### config.mk
export PLATFORM = sky130hd
export DESIGN_NAME = owh_mac
export DESIGN_NICKNAME = d
export VERILOG_FILES = /design/src/owh_pkg.sv /design/src/owh_mac.sv
export SDC_FILE = /design/constraint.sdc
export NUM_CORES = 2
export LEC_CHECK = 0
export ABC_CLOCK_PERIOD_IN_PS = 14300
export BUFFER_PORTS_ARGS = -buffer_cell sky130_fd_sc_hd__clkbuf_2
export CELL_PAD_IN_SITES_DETAIL_PLACEMENT = 0
export CELL_PAD_IN_SITES_GLOBAL_PLACEMENT = 1
export CORE_MARGIN = 2
export CORE_UTILIZATION = 42
export DETAILED_ROUTE_END_ITERATION = 8
export PLACE_DENSITY = 0.74
export SLEW_MARGIN = 20
export SYNTH_ARGS = -nofsm -noshare
export SYNTH_HDL_FRONTEND = slang
export SYNTH_SLANG_ARGS = --single-unit
### constraint.sdc
create_clock -name clk -period 14.3 [get_ports clk]
set_clock_uncertainty 0.2 [all_clocks]
set_input_delay 2.145 -clock clk [delete_from_list [all_inputs] [get_ports clk]]
set_output_delay 2.145 -clock clk [all_outputs]
set_load 0.01 [all_outputs]
### src/owh_pkg.sv
package owh_pkg;

    localparam int DEPTH  = 256;
    localparam int IDX_W  = 8;
    localparam int MUL_W  = 34;
    localparam int PROD_W = 2 * MUL_W;
    localparam int ACC_W  = 50;
    localparam int RND_W  = ACC_W - 14;
    localparam int SUM_W  = 48;
    localparam int TRIG_W = 16;
    localparam int MAG_W  = 15;
    localparam int OUT_W  = 40;
    localparam int ENT_W  = 5 * 32 + 2 * 16;
    localparam int EVO_W  = 64;

    // 2^32 / (2*pi), Q0.32
    localparam logic [31:0] INV_TWO_PI = 32'd683565276;

    localparam logic [1:0] OP_LOAD   = 2'd0;
    localparam logic [1:0] OP_EVOLVE = 2'd1;
    localparam logic [1:0] OP_GRID   = 2'd2;

    typedef enum logic [1:0] {
        ST_IDLE,
        ST_EVOLVE,
        ST_GRID,
        ST_DONE
    } state_t;

    typedef enum logic [1:0] {
        ACC_HOLD,
        ACC_LOAD,
        ACC_NLOAD,
        ACC_ADD
    } acc_op_t;

    // round half up by 14 bits
    function automatic logic signed [RND_W-1:0] round14(input logic signed [ACC_W-1:0] v);
        logic signed [ACC_W-1:0] t;
        t = v + $signed(ACC_W'(8192));
        return RND_W'(t >>> 14);
    endfunction

    function automatic logic [31:0] sat32(input logic signed [RND_W-1:0] v);
        if (v[RND_W-1:31] == '0 || v[RND_W-1:31] == {(RND_W-31){1'b1}})
            return v[31:0];
        return v[RND_W-1] ? 32'h8000_0000 : 32'h7FFF_FFFF;
    endfunction

    function automatic logic [OUT_W-1:0] sat40(input logic signed [SUM_W-1:0] v);
        if (v[SUM_W-1:OUT_W-1] == '0 || v[SUM_W-1:OUT_W-1] == {(SUM_W-OUT_W+1){1'b1}})
            return v[OUT_W-1:0];
        return v[SUM_W-1] ? {1'b1, {(OUT_W-1){1'b0}}} : {1'b0, {(OUT_W-1){1'b1}}};
    endfunction

    // quarter-wave sine magnitude, Q1.14, odd Taylor series to x^9 in Q30
    function automatic int quarter_sin(input int j, input int abits);
        longint x;
        longint x2;
        longint acc;
        x   = longint'(j) <<< (32 - abits);
        x2  = (x * x) >>> 30;
        acc = 172272;
        acc = -5026991 + ((acc * x2) >>> 30);
        acc = 85569306 + ((acc * x2) >>> 30);
        acc = -693598659 + ((acc * x2) >>> 30);
        acc = 1686629713 + ((acc * x2) >>> 30);
        acc = (((acc * x) >>> 30) + 32768) >>> 16;
        if (acc < 0)
            acc = 0;
        if (acc > 16384)
            acc = 16384;
        return int'(acc);
    endfunction

endpackage

### src/owh_mac.sv
module owh_mac (
    input  logic                                clk,
    input  owh_pkg::acc_op_t                    acc_op,
    input  logic signed [owh_pkg::MUL_W-1:0]    a,
    input  logic signed [owh_pkg::MUL_W-1:0]    b,
    output logic signed [owh_pkg::PROD_W-1:0]   prod,
    output logic signed [owh_pkg::ACC_W-1:0]    acc
);

    logic signed [owh_pkg::PROD_W-1:0] prod_reg;
    logic signed [owh_pkg::ACC_W-1:0]  acc_reg;
    logic signed [owh_pkg::ACC_W-1:0]  acc_next;
    logic signed [owh_pkg::ACC_W-1:0]  addend;

    // accumulated terms always fit the accumulator
    assign addend = $signed(prod_reg[owh_pkg::ACC_W-1:0]);

    always_comb
    begin
        case (acc_op)
            owh_pkg::ACC_LOAD:  acc_next = addend;
            owh_pkg::ACC_NLOAD: acc_next = -addend;
            owh_pkg::ACC_ADD:   acc_next = acc_reg + addend;
            default:            acc_next = acc_reg;
        endcase
    end

    always_ff @(posedge clk)
    begin
        prod_reg <= a * b;
        acc_reg  <= acc_next;
    end

    assign prod = prod_reg;
    assign acc  = acc_reg;

endmodule

* Word-level counts from Yosys, hierarchy flattened
Cells that the tools add are included.
** Cells by class
- Add/sub/neg operators :: 2
- Multipliers :: 1
- Div/mod/pow operators :: 0
- Magnitude comparators :: 0
- Equality and inequality tests :: 3
- Shift-type cells :: 0
- Mux-type cells :: 1
- Bitwise logic cells :: 0
- Reduce and logical (&&, ||, !) cells :: 1
** Operator list (number)
- $pmux 50 s3 :: 1
- $mul 34x34->68 :: 1
- $add 50x50->50 :: 1
- $neg 50->50 :: 1
- $eq 2x2->1 const B :: 2
- $reduce_bool 3->1 :: 1
- $eq 2x1->1 const B :: 1
** Word-level totals
- Bits in registers :: 118
- Latch bits :: 0
- RAM bits :: 0
- Memory bits (read-only) :: 0
- Input port bits :: 71
- Output and inout port bits :: 118
- Logic and storage cells :: 10
- Memories kept :: 0

* Longest topological paths before layout
- Depth in word-level cells :: 2
- Gate-level depth with buffers :: 31
- Gate-level depth less buffers :: 30

* Worst setup path after synthesis
No wires, ideal clock.
- Kind :: in2reg
- From :: input a[33] (netlist name)
- To :: register prod_reg (netlist bit prod[65])
- Setup time :: 72 ps
- Arrival time :: 9321 ps
- Required time :: 14028 ps
- Slack :: 4706 ps
- Stages :: 24
- Path buffers :: 2
- Cell sequence :: clkbuf_1 nand2_1 inv_1 fa_1 fa_1 fa_1 inv_1 fa_1 inv_1 fa_1 fa_1 fa_1 fa_1 ha_1 clkbuf_1 a21oi_1 o21bai_1 a21o_1 a21oi_1 nor2_1 o21a_1 o31a_1 nor3_1 xnor2_1
** Between the ends
- Word-level cells in the longest chain between the ends :: 1
** Ends and longest elaborated chain
- from (decl) :: RTL line owh_mac.sv:4 : input logic signed [owh_pkg::MUL_W-1:0] a,
- $mul 34x34->68 :: RTL line owh_mac.sv:30 : prod_reg <= a * b;
- to (signal assigned) :: RTL line owh_mac.sv:30
- to (decl) :: RTL line owh_mac.sv:10 : logic signed [owh_pkg::PROD_W-1:0] prod_reg;
No other way between the ends.
A chain may end at the register's enable or synchronous reset.

* Final worst setup path
- From :: input b[7] (netlist name)
- To :: register prod_reg (netlist bit prod[58])
** Between the ends
- Word-level cells in the longest chain between the ends :: 1
** Ends and longest elaborated chain
- from (decl) :: RTL line owh_mac.sv:5 : input logic signed [owh_pkg::MUL_W-1:0] b,
- $mul 34x34->68 :: RTL line owh_mac.sv:30
No other way between the ends.

==> impl_metrics.toml <==
[floorplanning]
core-area_um2 = 114500
die_area_um2 = 118500
die_h_um = 344.2
die_w_um = 344.2
rows = 124
initial_utilization = 0.4246
ios = 189

[grt]
met2_usage = 0.4629
antenna_found_initial = 8
grt_start_max_net_pins = 77
grt_overflow_total = 0
grt_pass1_vias = 40207
track_usage = 0.2540
grt_use_met1 = 0.3075
grtUsageMet3 = 0.02304
busiest_layer = "met2"
grt_pass1_wl_um = 229200

[cts]
cts_max_level = 4
cts_buffer_depth = 2
cts.repair.resized = 0
root_buffer = "clkbuf_16"
insertion_delay_ns = 0.44
cts_num_sinks = 118
cts_tree = "built"
ctsHoldBuffers = 0
post_cts_buffers = 0
clkTransAtPathRegs_ns = 0.08
numCtsBuffers = 17

[detailed_routing]
avgRoutedWirePerCell_um = 21.01
dr.pass1.iters = 6
routed_wl_um = 142500
via_per_inst = 5.256
vias = 35639
drc = 0
dr.first_iter.drc_count = 2137
ant_nets = 0

[sta]
fin_ws_ns = 3.662
setup_violations = 0
period_minus_slack_ns = 10.64
achievable-frequency_mhz = 94.01
relSlewSlack = 0.1876
period_share = 0.7439
fin_tns_setup_ns = 0
fin_hold_ws_ns = 0.3859
finalHoldViolCount = 0
tightest_slew_ns = 1.219
rsz0062_at_grt = "false"
maxSlewViolCount = 0

[worst_setup_path]
crit_path_end_kind = "flop"
critPathKind = "in2reg"
startpoint_type = "primary input"
arrival_ns = 10.78
worstPathRequired_ns = 14.44
critPathMaxFanout = 34

[final_layout]
final_cell_mix = "fa_1, inv_1, nand2_1, and2_1, ha_1"
design_area_um2 = 51430
nets = 6819
syn_to_final_growth_pct = 5.775
final_common_cell = "fa_1"
ff_latch_area_um2 = 2863
layout-drive-gt1-share = 0.05394
num-fill-cells = 11252
multi_input_area_um2 = 40180
largest_reg_flops = 68

[yosys]
synth_edf_count = 50
synthSimpleGateAreaFrac = 0.1583
syn-mean-instance-area_um2 = 9.247
synth_xor_area_frac = 0.02324
ys.flop_type = "dfxtp_1"
synth-seq-area-share = 0.05888
syn_inst = 5258
synth_top_family_by_area = "adder cells"
ys_warn_count = 0
syn_area_um2 = 48620
ys_seq_elements = 118
synth_adder_area_share = 0.5768
synth.distinct_cells = 73
async_reset_ff_frac = 0
synth_compound_area_frac = 0.06552
synth_nets = 6825
synth_mux_area_frac = 0.002368

[placement]
dpl_cell_area_um2 = 50810
pre_cts_slack_ns = 3.289
io_buffer_count = 188
routabilityCongestion = 0.8933
dp_hpwl_um = 111500

[job]
cap_viol_max_count = 0

[hold_path]
min_path_type = "reg2reg"

[run_status]
run_status = "completed"
[critical path: stages]
cell      delay [ns]
clkbuf_2        0.60
nand2_1         0.42
inv_1           0.11
fa_1            0.55
inv_1           0.14
fa_1            0.53
inv_1           0.13
fa_1            0.58
inv_1           0.08
fa_1            0.89
inv_1           0.49
fa_1            0.58
fa_1            0.51
fa_1            0.49
inv_1           0.05
fa_1            0.47
inv_1           0.04
ha_1            0.35
a21o_1          0.18
a21oi_1         0.17
nand2_1         0.09
a211oi_1        0.48
o21ai_0         0.20
a21o_1          0.22
xor2_1          0.25
[metrics by stage]
stage	std cells	utilization
after floorplan	5258	-
after global placement	6744	0.4437
after detailed placement	6745	0.4438
after CTS	6777	0.4491
after global routing	6779	0.4491
final	6781	0.4491
[routing by layer]
metal / routed length, µm / vias up
met5: 0 / -
met4: 6814 / 0
met3: 6255 / 296
met2: 74300 / 1066
met1: 55110 / 18721
li1: - / 15556
[kinds of logic (layout without fill, tap and decap cells)]
kind of cell / after synthesis / after routing
and+or+nand+nor: 1519 / 1519
adders and majority gates: 1496 / 1496
buffers and inverters: 1486 / 1493
AOI/OAI and AO/OA: 499 / 499
xor gates and xnor gates: 129 / 129
DFF: 118 / 118
muxes: 11 / 11
other: 0 / 4
[worst paths after layout]
check | startpoint | end | slack, ns | cells after the start
hold reg to reg | prod[49] | acc[49] | 0.39 | 1
hold / removal | prod[49] | acc[49] | 0.39 | 1
setup / recovery | b[7] | prod[58] | 3.66 | 25
setup reg to reg | prod[1] | acc[47] | 9.95 | 13
[cell type report]
class	instances	area share
Antenna cell	4	0.0001946
Clock buffer	17	0.008272
Clock inverter	15	0.003455
Inverter	1229	0.08970
Multi-Input combinational cell	3654	0.7813
Sequential cell	118	0.05567
Tap cell	1512	0.03679
Timing Repair Buffer	232	0.02467
[cell usage after synthesis (all sizes together), types with 23 or more instances]
cell type  instances  area (µm²)
a21o              72       540.5
a21oi            166       830.8
and2             608        3804
clkbuf           245       919.6
dfxtp             68        1361
edfxtp            50        1501
fa              1242       24860
ha               254        3178
inv             1229        4613
nand2            614        2305
nand2b            23       143.9
nand3             38       195.2
nor2             112       444.2
nor3              27       135.1
o21a              27       202.7
o21ai             72       360.3
o21bai            28       210.2
o22ai             28       175.2
xnor2             89       779.5
xor2              40       350.3
Power is not shown: default switching activity piles up to over one toggle a cycle in this logic, so the estimate is an artifact.
